### config.mk
export PLATFORM = sky130hd
export DESIGN_NAME = positional_ordered_list
export DESIGN_NICKNAME = d
export VERILOG_FILES = /design/src/rtl/pol_pkg.sv /design/src/rtl/positional_ordered_list.sv
export SDC_FILE = /design/constraint.sdc
export NUM_CORES = 1
export LEC_CHECK = 0
export ABC_CLOCK_PERIOD_IN_PS = 3700
export BUFFER_PORTS_ARGS = -buffer_cell sky130_fd_sc_hd__buf_4
export CAP_MARGIN = 25
export CORE_MARGIN = 2
export CORE_UTILIZATION = 42
export CTS_CLUSTER_DIAMETER = 120
export DETAILED_ROUTE_END_ITERATION = 6
export SETUP_SLACK_MARGIN = 0.4
export SKIP_CTS_REPAIR_TIMING = 1
export SLEW_MARGIN = 20
export SYNTH_ARGS = -nofsm -noshare
export SYNTH_HDL_FRONTEND = slang
export SYNTH_SLANG_ARGS = --single-unit
### constraint.sdc
create_clock -name clk_i -period 3.7 [get_ports clk_i]
set_clock_uncertainty 0.05 [all_clocks]
set_input_delay 0.185 -clock clk_i [delete_from_list [all_inputs] [get_ports clk_i]]
set_output_delay 0.185 -clock clk_i [all_outputs]
set_load 0.01 [all_outputs]
### src/rtl/pol_pkg.sv
package pol_pkg;

  // List capacity and the widths that follow from it.
  localparam int unsigned DEPTH = 16;
  localparam int unsigned IDX_W = $clog2(DEPTH);
  localparam int unsigned CNT_W = $clog2(DEPTH + 1);

  // Fixed widths of the transfer fields.
  localparam int unsigned CMD_W  = 2;
  localparam int unsigned POS_W  = 5;
  localparam int unsigned DATA_W = 32;
  localparam int unsigned LEN_W  = 5;

  typedef enum logic [CMD_W-1:0] {
    CMD_INSERT = 2'd0,
    CMD_REMOVE = 2'd1,
    CMD_READ   = 2'd2,
    CMD_SEARCH = 2'd3
  } cmd_e;

endpackage

### src/rtl/positional_ordered_list.sv
// Channel  Direction  Handshake            Payload
// -------  ---------  -------------------  -------------------------------------------
// in       sink       in_valid_i/in_stall_o   cmd_i, position_i, value_i
// out      source     out_valid_o/out_stall_i ok_o, data_out_o, found_at_o, list_length_o
//
// A refused command ends without a write to the entry store. Insert and remove move each
// shifted entry with a read and then a write, and search compares the entries one at a time,
// since the entry store has a single read and a single write port.
// Reset clears the fill count and the control state; entries are not cleared.
// The input is stalled while a command is in progress or a result waits for transfer.
module positional_ordered_list (
  input  logic                                 clk_i,
  input  logic                                 rst_ni,
  input  logic                                 in_valid_i,
  output logic                                 in_stall_o,
  input  logic        [pol_pkg::CMD_W-1:0]     cmd_i,
  input  logic        [pol_pkg::POS_W-1:0]     position_i,
  input  logic signed [pol_pkg::DATA_W-1:0]    value_i,
  output logic                                 out_valid_o,
  input  logic                                 out_stall_i,
  output logic                                 ok_o,
  output logic signed [pol_pkg::DATA_W-1:0]    data_out_o,
  output logic        [pol_pkg::POS_W-1:0]     found_at_o,
  output logic        [pol_pkg::LEN_W-1:0]     list_length_o
);

  localparam int unsigned IDX_W  = pol_pkg::IDX_W;
  localparam int unsigned CNT_W  = pol_pkg::CNT_W;
  localparam int unsigned POS_W  = pol_pkg::POS_W;
  localparam int unsigned DATA_W = pol_pkg::DATA_W;
  localparam int unsigned LEN_W  = pol_pkg::LEN_W;

  localparam logic [3:0] S_IDLE     = 4'd0;
  localparam logic [3:0] S_INS_RD   = 4'd1;
  localparam logic [3:0] S_INS_WR   = 4'd2;
  localparam logic [3:0] S_REM_CAP  = 4'd3;
  localparam logic [3:0] S_REM_RD   = 4'd4;
  localparam logic [3:0] S_REM_WR   = 4'd5;
  localparam logic [3:0] S_RD_WAIT  = 4'd6;
  localparam logic [3:0] S_SRCH_RD  = 4'd7;
  localparam logic [3:0] S_SRCH_CMP = 4'd8;

  logic [3:0]               state_q, state_d;
  logic [IDX_W-1:0]         ptr_q, ptr_d;
  logic [IDX_W-1:0]         pos_q, pos_d;
  logic [CNT_W-1:0]         count_q, count_d;
  logic signed [DATA_W-1:0] value_q, value_d;
  logic                     out_valid_q, out_valid_d;
  logic                     ok_q, ok_d;
  logic signed [DATA_W-1:0] data_q, data_d;
  logic [POS_W-1:0]         found_q, found_d;

  logic                     mem_we;
  logic [IDX_W-1:0]         mem_waddr;
  logic signed [DATA_W-1:0] mem_wdata;
  logic [IDX_W-1:0]         mem_raddr;
  logic signed [DATA_W-1:0] mem_rdata_q;
  logic signed [DATA_W-1:0] mem_q [pol_pkg::DEPTH];

  logic                     in_fire;
  logic [POS_W-1:0]         pos_m1;
  logic [CNT_W-1:0]         ptr_inc;
  logic                     pos_above_count;
  logic                     list_full;

  assign in_stall_o = (state_q != S_IDLE) || out_valid_q;
  assign in_fire    = in_valid_i && !in_stall_o;

  assign pos_m1          = position_i - POS_W'(1);
  assign ptr_inc         = CNT_W'(ptr_q) + CNT_W'(1);
  assign pos_above_count = {{CNT_W{1'b0}}, position_i} > {{POS_W{1'b0}}, count_q};
  assign list_full       = count_q >= CNT_W'(pol_pkg::DEPTH);

  // Entry store: one write and one registered read per cycle.
  always_ff @(posedge clk_i) begin
    if (mem_we) begin
      mem_q[mem_waddr] <= mem_wdata;
    end
    mem_rdata_q <= mem_q[mem_raddr];
  end

  always_comb begin
    state_d     = state_q;
    ptr_d       = ptr_q;
    pos_d       = pos_q;
    count_d     = count_q;
    value_d     = value_q;
    out_valid_d = out_valid_q;
    ok_d        = ok_q;
    data_d      = data_q;
    found_d     = found_q;
    mem_we      = 1'b0;
    mem_waddr   = ptr_q;
    mem_wdata   = mem_rdata_q;
    mem_raddr   = ptr_q;

    if (out_valid_q && !out_stall_i) begin
      out_valid_d = 1'b0;
    end

    case (state_q)
      S_IDLE: begin
        // Reads of the addressed entry start at once; the data is ignored if unused.
        mem_raddr = pos_m1[IDX_W-1:0];
        if (in_fire) begin
          value_d = value_i;
          ok_d    = 1'b0;
          data_d  = '0;
          found_d = '0;
          case (cmd_i)
            pol_pkg::CMD_INSERT: begin
              if (pos_above_count || list_full) begin
                out_valid_d = 1'b1;
              end else begin
                ptr_d   = count_q[IDX_W-1:0];
                pos_d   = position_i[IDX_W-1:0];
                state_d = S_INS_RD;
              end
            end
            pol_pkg::CMD_REMOVE: begin
              if ((position_i == '0) || pos_above_count) begin
                out_valid_d = 1'b1;
              end else begin
                ptr_d   = pos_m1[IDX_W-1:0];
                state_d = S_REM_CAP;
              end
            end
            pol_pkg::CMD_READ: begin
              if ((position_i == '0) || pos_above_count) begin
                data_d      = '1;
                out_valid_d = 1'b1;
              end else begin
                state_d = S_RD_WAIT;
              end
            end
            default: begin
              ptr_d = '0;
              if (count_q == '0) begin
                out_valid_d = 1'b1;
              end else begin
                state_d = S_SRCH_RD;
              end
            end
          endcase
        end
      end

      // Insert walks from the tail down, moving each entry one place up.
      S_INS_RD: begin
        if (ptr_q == pos_q) begin
          mem_we      = 1'b1;
          mem_waddr   = pos_q;
          mem_wdata   = value_q;
          count_d     = count_q + CNT_W'(1);
          ok_d        = 1'b1;
          out_valid_d = 1'b1;
          state_d     = S_IDLE;
        end else begin
          mem_raddr = ptr_q - IDX_W'(1);
          state_d   = S_INS_WR;
        end
      end

      S_INS_WR: begin
        mem_we  = 1'b1;
        ptr_d   = ptr_q - IDX_W'(1);
        state_d = S_INS_RD;
      end

      S_REM_CAP: begin
        data_d  = mem_rdata_q;
        state_d = S_REM_RD;
      end

      // Remove walks from the gap up, moving each later entry one place down.
      S_REM_RD: begin
        if (ptr_inc < count_q) begin
          mem_raddr = ptr_inc[IDX_W-1:0];
          state_d   = S_REM_WR;
        end else begin
          count_d     = count_q - CNT_W'(1);
          ok_d        = 1'b1;
          out_valid_d = 1'b1;
          state_d     = S_IDLE;
        end
      end

      S_REM_WR: begin
        mem_we  = 1'b1;
        ptr_d   = ptr_inc[IDX_W-1:0];
        state_d = S_REM_RD;
      end

      S_RD_WAIT: begin
        data_d      = mem_rdata_q;
        ok_d        = 1'b1;
        out_valid_d = 1'b1;
        state_d     = S_IDLE;
      end

      S_SRCH_RD: begin
        state_d = S_SRCH_CMP;
      end

      S_SRCH_CMP: begin
        if (mem_rdata_q == value_q) begin
          ok_d        = 1'b1;
          found_d     = POS_W'(ptr_inc);
          out_valid_d = 1'b1;
          state_d     = S_IDLE;
        end else if (ptr_inc >= count_q) begin
          out_valid_d = 1'b1;
          state_d     = S_IDLE;
        end else begin
          ptr_d   = ptr_inc[IDX_W-1:0];
          state_d = S_SRCH_RD;
        end
      end

      default: begin
        state_d = S_IDLE;
      end
    endcase
  end

  always_ff @(posedge clk_i or negedge rst_ni) begin
    if (!rst_ni) begin
      state_q     <= S_IDLE;
      count_q     <= '0;
      out_valid_q <= 1'b0;
    end else begin
      state_q     <= state_d;
      count_q     <= count_d;
      out_valid_q <= out_valid_d;
    end
  end

  always_ff @(posedge clk_i) begin
    ptr_q   <= ptr_d;
    pos_q   <= pos_d;
    value_q <= value_d;
    ok_q    <= ok_d;
    data_q  <= data_d;
    found_q <= found_d;
  end

  assign out_valid_o   = out_valid_q;
  assign ok_o          = ok_q;
  assign data_out_o    = data_q;
  assign found_at_o    = found_q;
  assign list_length_o = LEN_W'(count_q);

  // The fill count never passes the capacity.
  a_count_bound: assert property (@(posedge clk_i) disable iff (!rst_ni)
    count_q <= CNT_W'(pol_pkg::DEPTH))
    else $error("fill count beyond capacity");

  // A waiting result only ever sits beside an idle sequencer.
  a_result_idle: assert property (@(posedge clk_i) disable iff (!rst_ni)
    out_valid_q |-> (state_q == S_IDLE))
    else $error("result pending while a command is in progress");

  // Writes never land beyond the slot just past the current tail.
  a_write_range: assert property (@(posedge clk_i) disable iff (!rst_ni)
    mem_we |-> (CNT_W'(mem_waddr) <= count_q))
    else $error("entry write outside the list");

  // The length changes only together with a newly presented result.
  a_count_step: assert property (@(posedge clk_i) disable iff (!rst_ni)
    !$stable(count_q) |-> $rose(out_valid_q))
    else $error("fill count changed without a result");

endmodule

==> results of run 1 <==
final cells by class:
| type | count | area, µm² |
|---|---|---|
| Fill cell | 4697 | 28300 |
| Tap cell | 773 | 967 |
| Timing Repair Buffer | 258 | 2750 |
| Sequential cell | 632 | 18600 |
| Clock buffer | 90 | 1830 |
| Inverter | 20 | 77.6 |
| Clock inverter | 33 | 262 |
| Multi-Input combinational cell | 756 | 6370 |
Yosys cell counts (4+ instances only):
cell,count
mux2i_1,256
buf_6,14
dfxtp_1,32
a211oi_1,5
xor2_1,8
nand4_1,10
mux2_2,32
dfrtp_1,10
buf_1,9
nand3_1,5
nor2b_1,5
or4_1,32
buf_4,8
nand2_1,33
clkbuf_1,32
nand2b_1,4
xnor2_1,38
a21oi_1,17
edfxtp_1,590
ha_1,20
o22ai_1,129
inv_1,19
and3_1,4
o21ai_0,16
o21a_1,7
nor2_1,45
or2_2,4
a21o_1,35
nor3_1,4
buf_2,10
report_power, final:
| group | switching (mW) | internal, mW |
|---|---|---|
| clock | 2.72 | 3.64 |
| combinational | 7.23 | 5.96 |
| sequential | 0.556 | 9.79 |
| total | 10.5 | 19.4 |
worst paths after layout:
path                                                 to  slack [ns]  cells after the start
min                               out_valid_o$_DFF_PN0_        0.03                      4
min reg2reg                     data_out_o[0]$_DFFE_PP_        0.54                      1
min in group asynchronous        state_q[3]$_DFFE_PN0P_        0.59                      3
max in group asynchronous  list_length_o[3]$_DFFE_PN0P_        2.66                      3
max reg2reg                     mem_rdata_q[20]$_DFF_P_       -0.04                     16
max                             mem_rdata_q[20]$_DFF_P_       -0.04                     16
routing by layer:
metal  up-vias  routed length, µm  global-route usage (%)
met5         -                  0                       0
met1      7408              28300                    28.5
met3       119               4480                    3.41
met2       503              31500                    33.1
li1       6387                  -                       -
met4         0               2100                    6.81
metrics by stage:
stage                     hold WS (ns)  cells  utilization, %
final                           0.0317   2562            52.2
after CTS                       -0.655   2486            50.2
after global placement         -0.0195   2363            46.7
after floorplan                 -0.161   1481               -
after global routing            0.0749   2562            52.2
after detailed placement       -0.0170   2363            46.7
kinds of logic after synthesis:
family	after synthesis	share of synthesized area, %
buffers and inverters	93	1.97
adders and majority gates	21	1.07
muxes	288	11.6
AOI/OAI and AO/OA	235	6.21
xor gates and xnor gates	49	1.79
and+or+nand+nor	163	3.51
DFF	632	73.9
flip-flops by register name (all words and copies together) (netlist names):
register and flops:
data_out_o 32, mem_rdata_q 32, ok_o 1, pos_q 4, found_at_o 5, value_q 32, out_valid_o 1, state_q 4
mem_q 512, ptr_q 4, list_length_o 5
critical path, cell delays in order (launching register included):
cell	delay, ns
edfxtp_1	0.50
buf_6	0.19
inv_4	0.06
ha_4	0.21
ha_1	0.27
nand4_1	0.13
o21a_1	0.24
nand2_2	0.10
a211oi_2	0.08
a311o_2	0.42
buf_6	0.15
buf_12	0.15
clkbuf_16	0.17
buf_4	0.13
mux2i_1	0.13
o22ai_1	0.09
or4_1	0.52
==> flow_summary.json, run 1 <==
{
  "final_common_cell": "edfxtp_1",
  "top_level_ports": 88,
  "fin_area_um2": 30900,
  "start_kind": "flop",
  "p_total_mw": 29.9,
  "rows": 89,
  "final_cell_mix": "edfxtp_1, mux2i_1, buf_4",
  "root_buffer": "clkbuf_16",
  "fin_crit_sh_pct": 101,
  "synthCells": 1481,
  "place_congestion": 0.804,
  "numCtsBuffers": 67,
  "grt_max_degree": 34,
  "antenna_left": 0,
  "synth_area_um2": 25200,
  "synth-edff-count": 590,
  "tns_ns": -0.0705,
  "num_vias": 14400,
  "arrival_ns": 4.15,
  "via_per_inst": 5.63,
  "required_ns": 4.11,
  "grt_pass1_wl_mm": 92.8,
  "hold_path.class": "in2reg",
  "grt_pass1_vias": 13900,
  "dp_slack_ns": 0.0903,
  "end_kind": "flop",
  "clk_path_buf_depth": 3,
  "crit_path_start": "ptr_q[0]$_DFFE_PP_",
  "outcome": "finished with violations",
  "setup_ws_ns": -0.0355,
  "rsz0062_at_grt": "yes",
  "crit_type": "reg2reg",
  "synth_flop_cell": "edfxtp_1",
  "hpwl_mm": 38.1,
  "tightestPinTransition_ns": 0.785,
  "min_from": "in_valid_i",
  "drive_above_1_share_pct": 22.8,
  "synth_top_area_share_pct": 70.3,
  "fp.coreArea_um2": 59100,
  "slew_headroom_pct": 47.2,
  "grt_use_total_pct": 20.5,
  "r2r_start": "ptr_q[0]$_DFFE_PP_",
  "yosysUniqueCellTypes": 59,
  "synth-async-reset-ratio_pct": 1.58,
  "cts_htree_levels": 3,
  "clock_latency_ns": 0.60,
  "final_hold_viol_count": 0,
  "port_buffers": 87,
  "grt_overflow": 0,
  "violations": "setup timing",
  "drt_iter0_markers": 1274,
  "start_util_pct": 42.6,
  "area_growth_pct": 22.5,
  "synth_area_leaders": "edfxtp_1, mux2i_1, o22ai_1",
  "n_antenna_cell": 0,
  "cp_max_fo": 7,
  "cts_tree": "yes",
  "seq_area_frac_synth_pct": 73.9,
  "dieArea_um2": 62000,
  "die_w_um": 249,
  "synth_top_area_cell": "edfxtp_1",
  "finalNetCount": 1799,
  "clock_sinks": 632,
  "wl_per_cell_um": 25.9,
  "power_density_nw_per_um2": 969,
  "dr.pass1.iters": 5,
  "leakage_nw": 11.1,
  "ys_ff_latch": 632,
  "clock.fmax_ghz": 0.268,
  "synth_warnings": 0,
  "timing.max_cap.violations": 0,
  "setup_viol": 2,
  "clk_pin_slew_ns": 0.06,
  "wl_mm": 66.4,
  "synth.avg_cell_area_um2": 17.0,
  "syn-num-nets": 1545,
  "drcViolationCount": 0,
  "slew_viol_final": 0,
  "ir_drop_v": 0.000674,
  "die_h_um": 249,
  "post-route-min-period_ns": 3.74,
  "postPlaceCellArea_um2": 27600,
  "grt_antenna_before_repair": 0
}
(Power assumes the default switching activity.)
==> inputs of run 2 (changes only) <==
--- a/config.mk
+++ b/config.mk
@@ -8,6 +8,7 @@
 export ABC_CLOCK_PERIOD_IN_PS = 3700
 export BUFFER_PORTS_ARGS = -buffer_cell sky130_fd_sc_hd__buf_4
 export CAP_MARGIN = 25
+export CORE_ASPECT_RATIO = 2
 export CORE_MARGIN = 2
 export CORE_UTILIZATION = 42
 export CTS_CLUSTER_DIAMETER = 120
==> run 2 against run 1 <==
Compared with the run above: the flow still finishes with violations (setup timing); first-iteration DRC count is 1.9% lower; global-route usage is 0.21 points higher; final cell count is 0.90% lower; sequential share of layout area is 0.71 points higher; flip-flop and latch count stayed put; combinational power is 5% lower; critical endpoint is now mem_rdata_q[2]$_DFF_P_; largest power group unchanged.
==> flow_summary.json, run 2 (synthesis gave the netlist of run 1 again) <==
{
  "clk_pin_slew_ns": 0.07,
  "grt_overflow": 0,
  "numCtsBuffers": 55,
  "fillers": 4820,
  "start_util_pct": 42.3,
  "internal_power_mw": 18.5,
  "wl_mm": 66.2,
  "grt_pass1_wl_mm": 93.9,
  "slew_viol_final": 0,
  "arrival_ns": 4.19,
  "wl_per_cell_um": 26.1,
  "leakage_nw": 11.0,
  "fin_crit_sh_pct": 102,
  "switching_share_pct": 35.5,
  "cp_max_fo": 25,
  "finalNetCount": 1782,
  "hold_path.class": "in2reg",
  "place_congestion": 0.884,
  "start_kind": "flop",
  "crit_type": "reg2reg",
  "root_buffer": "clkbuf_16",
  "cts_tree": "yes",
  "pwr-share-clk_pct": 20.4,
  "dp_slack_ns": 0.0518,
  "top_level_ports": 88,
  "post-route-min-period_ns": 3.76,
  "ff_latch_area_um2": 18600,
  "top_register": "mem_q",
  "seq_power_share_pct": 36.0,
  "clock_sinks": 632,
  "final_hold_viol_count": 0,
  "largest_reg_flops": 512,
  "fin_area_um2": 30500,
  "setup_ws_ns": -0.0644,
  "ir_drop_v": 0.000683,
  "grt_max_degree": 36,
  "cts_htree_levels": 2,
  "hpwl_mm": 38.2,
  "p_total_mw": 28.7,
  "rows": 127,
  "grt_use_total_pct": 20.7,
  "rsz0062_at_grt": "yes",
  "clock_latency_ns": 0.60,
  "grt_pass1_vias": 14200,
  "n_antenna_cell": 0,
  "slew_headroom_pct": 51.0,
  "num_vias": 14400,
  "violations": "setup timing",
  "final_cell_mix": "edfxtp_1, mux2i_1, buf_4",
  "power_density_nw_per_um2": 941,
  "drt_iter0_markers": 1250,
  "drive_above_1_share_pct": 22.4,
  "grt_antenna_before_repair": 0,
  "dr.pass1.iters": 7,
  "postPlaceCellArea_um2": 27600,
  "port_buffers": 87,
  "fp.coreArea_um2": 59600,
  "p_comb_share_pct": 43.6,
  "clock.fmax_ghz": 0.266,
  "multiInputGateArea_um2": 6370,
  "timing.max_cap.violations": 0,
  "area_growth_pct": 21.1,
  "p_sw_mw": 10.2,
  "outcome": "finished with violations",
  "clk_path_buf_depth": 3,
  "tightestPinTransition_ns": 0.725,
  "final_common_cell": "edfxtp_1",
  "end_kind": "flop",
  "antenna_left": 0,
  "dieArea_um2": 62100,
  "die_w_um": 177,
  "final_util_pct": 51.2,
  "drcViolationCount": 0,
  "setup_viol": 11,
  "die_h_um": 350,
  "required_ns": 4.12,
  "whs_ns": 0.0708,
  "via_per_inst": 5.67
}
## run 2: cell count changes in the layout (fill, tap and decap cells not counted), moves of 9 or more
cell / delta
buf_12: +10
buf_4: +10
buf_6: -15
clkbuf_16: -19
clkbuf_8: +10
clkinv_1: -9
## run 2: final timing paths
check | slack, ns | end | from | cells after the start
max | -0.06 | mem_rdata_q[2]$_DFF_P_ | ptr_q[2]$_DFFE_PP_ | 14
min reg2reg | 0.53 | state_q[3]$_DFFE_PN0P_ | state_q[1]$_DFFE_PN0P_ | 1
min in group asynchronous | 0.56 | list_length_o[4]$_DFFE_PN0P_ | rst_ni | 3
max reg2reg | -0.06 | mem_rdata_q[2]$_DFF_P_ | ptr_q[2]$_DFFE_PP_ | 14
min | 0.07 | out_valid_o$_DFF_PN0_ | in_valid_i | 4
max in group asynchronous | 2.73 | state_q[3]$_DFFE_PN0P_ | rst_ni | 3
## run 2: layout make-up
| type | instances | share of cell area, % |
|---|---|---|
| clock buffer | 78 | 5.19 |
| clock inverter | 26 | 0.956 |
| inverter | 20 | 0.246 |
| multi-input combinational | 756 | 20.9 |
| sequential | 632 | 61.0 |
| tap | 774 | 3.17 |
| timing repair buffer | 253 | 8.55 |
## run 2: metal layers
| metal | part of all wire (%) | vias to the layer above | global-route usage, % | routed length (µm) |
|---|---|---|---|---|
| li1 | - | 6348 | - | - |
| met1 | 41 | 7395 | 27.7 | 27200 |
| met2 | 50 | 536 | 35.6 | 33400 |
| met3 | 5.8 | 115 | 2.24 | 3870 |
| met4 | 2.7 | 0 | 6.17 | 1760 |
| met5 | 0 | - | 0 | 0 |
## run 2: power groups by stage
stage / clock network, mW / registers [mW] / logic [mW]
floorplan: 0 / 10.4 / 7.44
global placement: 0 / 10.4 / 11.2
detailed placement: 0 / 10.4 / 11.4
CTS: 5.97 / 10.3 / 11.5
global route: 6.21 / 10.4 / 13.3
finish: 5.86 / 10.3 / 12.5
## run 2: worst max-delay path, cell delays in order (launching register included)
cell,delay (ns)
edfxtp_1,0.55
nand3_2,0.12
xor2_1,0.21
inv_1,0.11
ha_4,0.28
nand4_1,0.16
o21a_1,0.26
nand2_2,0.10
a211oi_2,0.06
a311o_2,0.48
buf_12,0.20
buf_16,0.20
mux2i_2,0.21
o22ai_1,0.11
or4_1,0.51
## run 2: metrics by stage
step,setup TNS [ns],instances
after detailed placement,0,2356
after floorplan,0,1481
final,-0.201,2539
after global routing,-2.50,2539
after global placement,0,2356
after CTS,0,2460
==> inputs of run 3 (changes only) <==
--- a/config.mk
+++ b/config.mk
@@ -5,12 +5,14 @@
 export SDC_FILE = /design/constraint.sdc
 export NUM_CORES = 1
 export LEC_CHECK = 0
+export ABC_AREA = 1
 export ABC_CLOCK_PERIOD_IN_PS = 3700
 export BUFFER_PORTS_ARGS = -buffer_cell sky130_fd_sc_hd__buf_4
 export CAP_MARGIN = 25
 export CORE_ASPECT_RATIO = 2
 export CORE_MARGIN = 2
 export CORE_UTILIZATION = 42
+export CTS_BUF_LIST = sky130_fd_sc_hd__clkbuf_4 sky130_fd_sc_hd__clkbuf_8
 export CTS_CLUSTER_DIAMETER = 120
 export DETAILED_ROUTE_END_ITERATION = 6
 export SETUP_SLACK_MARGIN = 0.4
==> run 3 against run 2 <==
Compared with the run above: the flow now finishes without violations; clock power about the same; setup slack better by 0.43 ns; synthesized cell count up 73%; register-to-register slack better by 0.43 ns; largest power group unchanged; highest routed layer unchanged.
==> flow_summary.json, run 3 <==
{
  "synth_top_area_cell": "edfxtp_1",
  "ir_drop_v": 0.000735,
  "ys_ff_latch": 632,
  "synth_flop_cell": "edfxtp_1",
  "multiInputGateArea_um2": 7350,
  "slew_viol_final": 0,
  "drcViolationCount": 0,
  "top_level_ports": 88,
  "dr.pass1.iters": 5,
  "synth-async-reset-ratio_pct": 1.58,
  "clk_pin_slew_ns": 0.07,
  "cts_tree": "yes",
  "antenna_left": 0,
  "via_per_inst": 5.28,
  "root_buffer": "clkbuf_8",
  "largest_reg_flops": 512,
  "clock.fmax_ghz": 0.300,
  "die_h_um": 366,
  "leakage_nw": 13.2,
  "ys_top_cells_by_count": "nand2_1, edfxtp_1, nand3_1, inv_1, buf_2",
  "clk_path_buf_depth": 3,
  "synth_area_leaders": "edfxtp_1, nand3_1, nand2_1",
  "final_hold_viol_count": 0,
  "rsz0062_at_grt": "yes",
  "wl_per_cell_um": 20.5,
  "timing.max_cap.violations": 0,
  "syn-num-nets": 2631,
  "hpwl_mm": 42.7,
  "rows": 132,
  "synth_warnings": 0,
  "hold_path.class": "in2reg",
  "outcome": "finished clean",
  "final_cells": 3707,
  "area_growth_pct": 18.6,
  "synth_area_um2": 27600,
  "final_cell_mix": "nand2_1, edfxtp_1, nand3_1",
  "num_vias": 19600,
  "tns_ns": 0,
  "tightestPinTransition_ns": 0.660,
  "slew_headroom_pct": 55.6,
  "r2r_start": "ptr_q[0]$_DFFE_PP_",
  "fin_crit_sh_pct": 90.2,
  "place_congestion": 0.871,
  "required_ns": 4.24,
  "grt_max_degree": 96,
  "setup_viol": 0,
  "ff_latch_area_um2": 18600,
  "wl_mm": 76.1,
  "yosys.cell_count.top_type": "nand2_1",
  "fillers": 5647,
  "clock_sinks": 632,
  "min_from": "cmd_i[1]",
  "synth.avg_cell_area_um2": 10.7,
  "synthCells": 2567,
  "cp_max_fo": 43,
  "dieArea_um2": 67900,
  "yosysUniqueCellTypes": 37,
  "grt_pass1_vias": 19300,
  "ff2ff_path_depth": 16,
  "r2r_end": "mem_rdata_q[5]$_DFF_P_",
  "drt_iter0_markers": 1650,
  "dp_cells": 3480,
  "crit_type": "reg2reg",
  "cts_htree_levels": 3,
  "grt_pass1_wl_mm": 112,
  "drive_above_1_share_pct": 14.4,
  "hold_path_end": "state_q[2]$_DFFE_PN0P_",
  "end_kind": "flop",
  "fp.coreArea_um2": 64900,
  "seq_area_frac_synth_pct": 67.4,
  "power_density_nw_per_um2": 977,
  "post-route-min-period_ns": 3.34,
  "grt_overflow": 0,
  "top_register": "mem_q",
  "grt_use_total_pct": 22.1,
  "port_buffers": 87,
  "grt_antenna_before_repair": 1,
  "final_common_cell": "nand2_1",
  "worstHoldPathCells": 6,
  "start_kind": "flop",
  "synth_top_area_share_pct": 64.2,
  "synth-edff-count": 590,
  "finalNetCount": 2827,
  "start_util_pct": 42.5,
  "clock_latency_ns": 0.72,
  "arrival_ns": 3.88,
  "die_w_um": 185,
  "reg2reg_slack_ns": 0.36,
  "numCtsBuffers": 87
}
run 3: logic make-up (layout without fill, tap and decap cells):
| kind of cell | after synthesis | count (layout) | share of synthesized area [%] |
|---|---|---|---|
| AOI/OAI and AO/OA | 99 | 99 | 1.92 |
| DFF | 632 | 632 | 67.4 |
| other | 0 | 1 | 0 |
| xor gates and xnor gates | 32 | 32 | 1.02 |
| and+or+nand+nor | 1355 | 1355 | 22.1 |
| buffers and inverters | 428 | 696 | 6.58 |
| adders and majority gates | 21 | 21 | 0.980 |
run 3: how the worst max path moves through the flow:
stage | from | end | slack [ns] | cells after the start
finish | ptr_q[0]$_DFFE_PP_ | mem_rdata_q[5]$_DFF_P_ | 0.36 | 16
global route | ptr_q[0]$_DFFE_PP_ | mem_rdata_q[2]$_DFF_P_ | 0.24 | 16
CTS | ptr_q[0]$_DFFE_PP_ | mem_rdata_q[9]$_DFF_P_ | 0.34 | 18
detailed placement | ptr_q[0]$_DFFE_PP_ | mem_rdata_q[9]$_DFF_P_ | 0.38 | 18
global placement | ptr_q[0]$_DFFE_PP_ | mem_rdata_q[4]$_DFF_P_ | 0.46 | 18
floorplan | ptr_q[0]$_DFFE_PP_ | mem_q[4][0]$_DFFE_PP_ | -0.22 | 8
run 3: through the flow:
step | cell area [µm²] | hold WS, ns | worst slack, ns | total power, mW | utilization (%)
4_1_cts | 31900 | -0.810 | 0.336 | 31.3 | 49.1
5_1_grt | 32700 | 0.0633 | 0.242 | 34.0 | 50.4
3_5_place_dp | 30000 | -0.0166 | 0.378 | 25.4 | 46.2
2_1_floorplan | 27600 | -0.161 | -0.219 | 20.1 | -
3_3_place_gp | 30000 | -0.0201 | 0.464 | 25.2 | 46.2
6_report | 32700 | 0.0273 | 0.363 | 32.0 | 50.4
run 3: cell type report:
cell class / count / area share (%)
Sequential cell: 632 / 56.9
Multi-Input combinational cell: 1507 / 22.5
Timing Repair Buffer: 253 / 8.24
Clock buffer: 128 / 4.81
Tap cell: 871 / 3.33
Inverter: 282 / 3.27
Clock inverter: 33 / 1.01
Antenna cell: 1 / 0.00765
run 3: power by group:
group          switching (mW)  total, mW  internal [mW]
Clock                    2.67       5.89           3.22
Sequential              0.464       10.3           9.80
Combinational            10.4       15.8           5.40
Total                    13.5       32.0           18.4
run 3: layer usage:
layer,vias to the layer above,part of all wire [%],global-route usage [%]
met3,194,6.2,3.16
met1,9528,37,25.2
li1,9103,-,-
met4,0,4.7,11.0
met2,731,52,39.8
met5,-,0,0
run 3: critical path, cell delays in order (launching register included):
cell and delay, ns:
edfxtp_1 0.51, ha_1 0.30, xor2_2 0.20, ha_1 0.32
nand2_1 0.07, nor2_1 0.14, nand2_1 0.11, nand4_1 0.20
nand2_2 0.15, a21oi_4 0.18, buf_12 0.23, buf_12 0.25
nand3_1 0.12, nand3_1 0.10, nand3_1 0.08, nand3_1 0.10
nand2_1 0.06
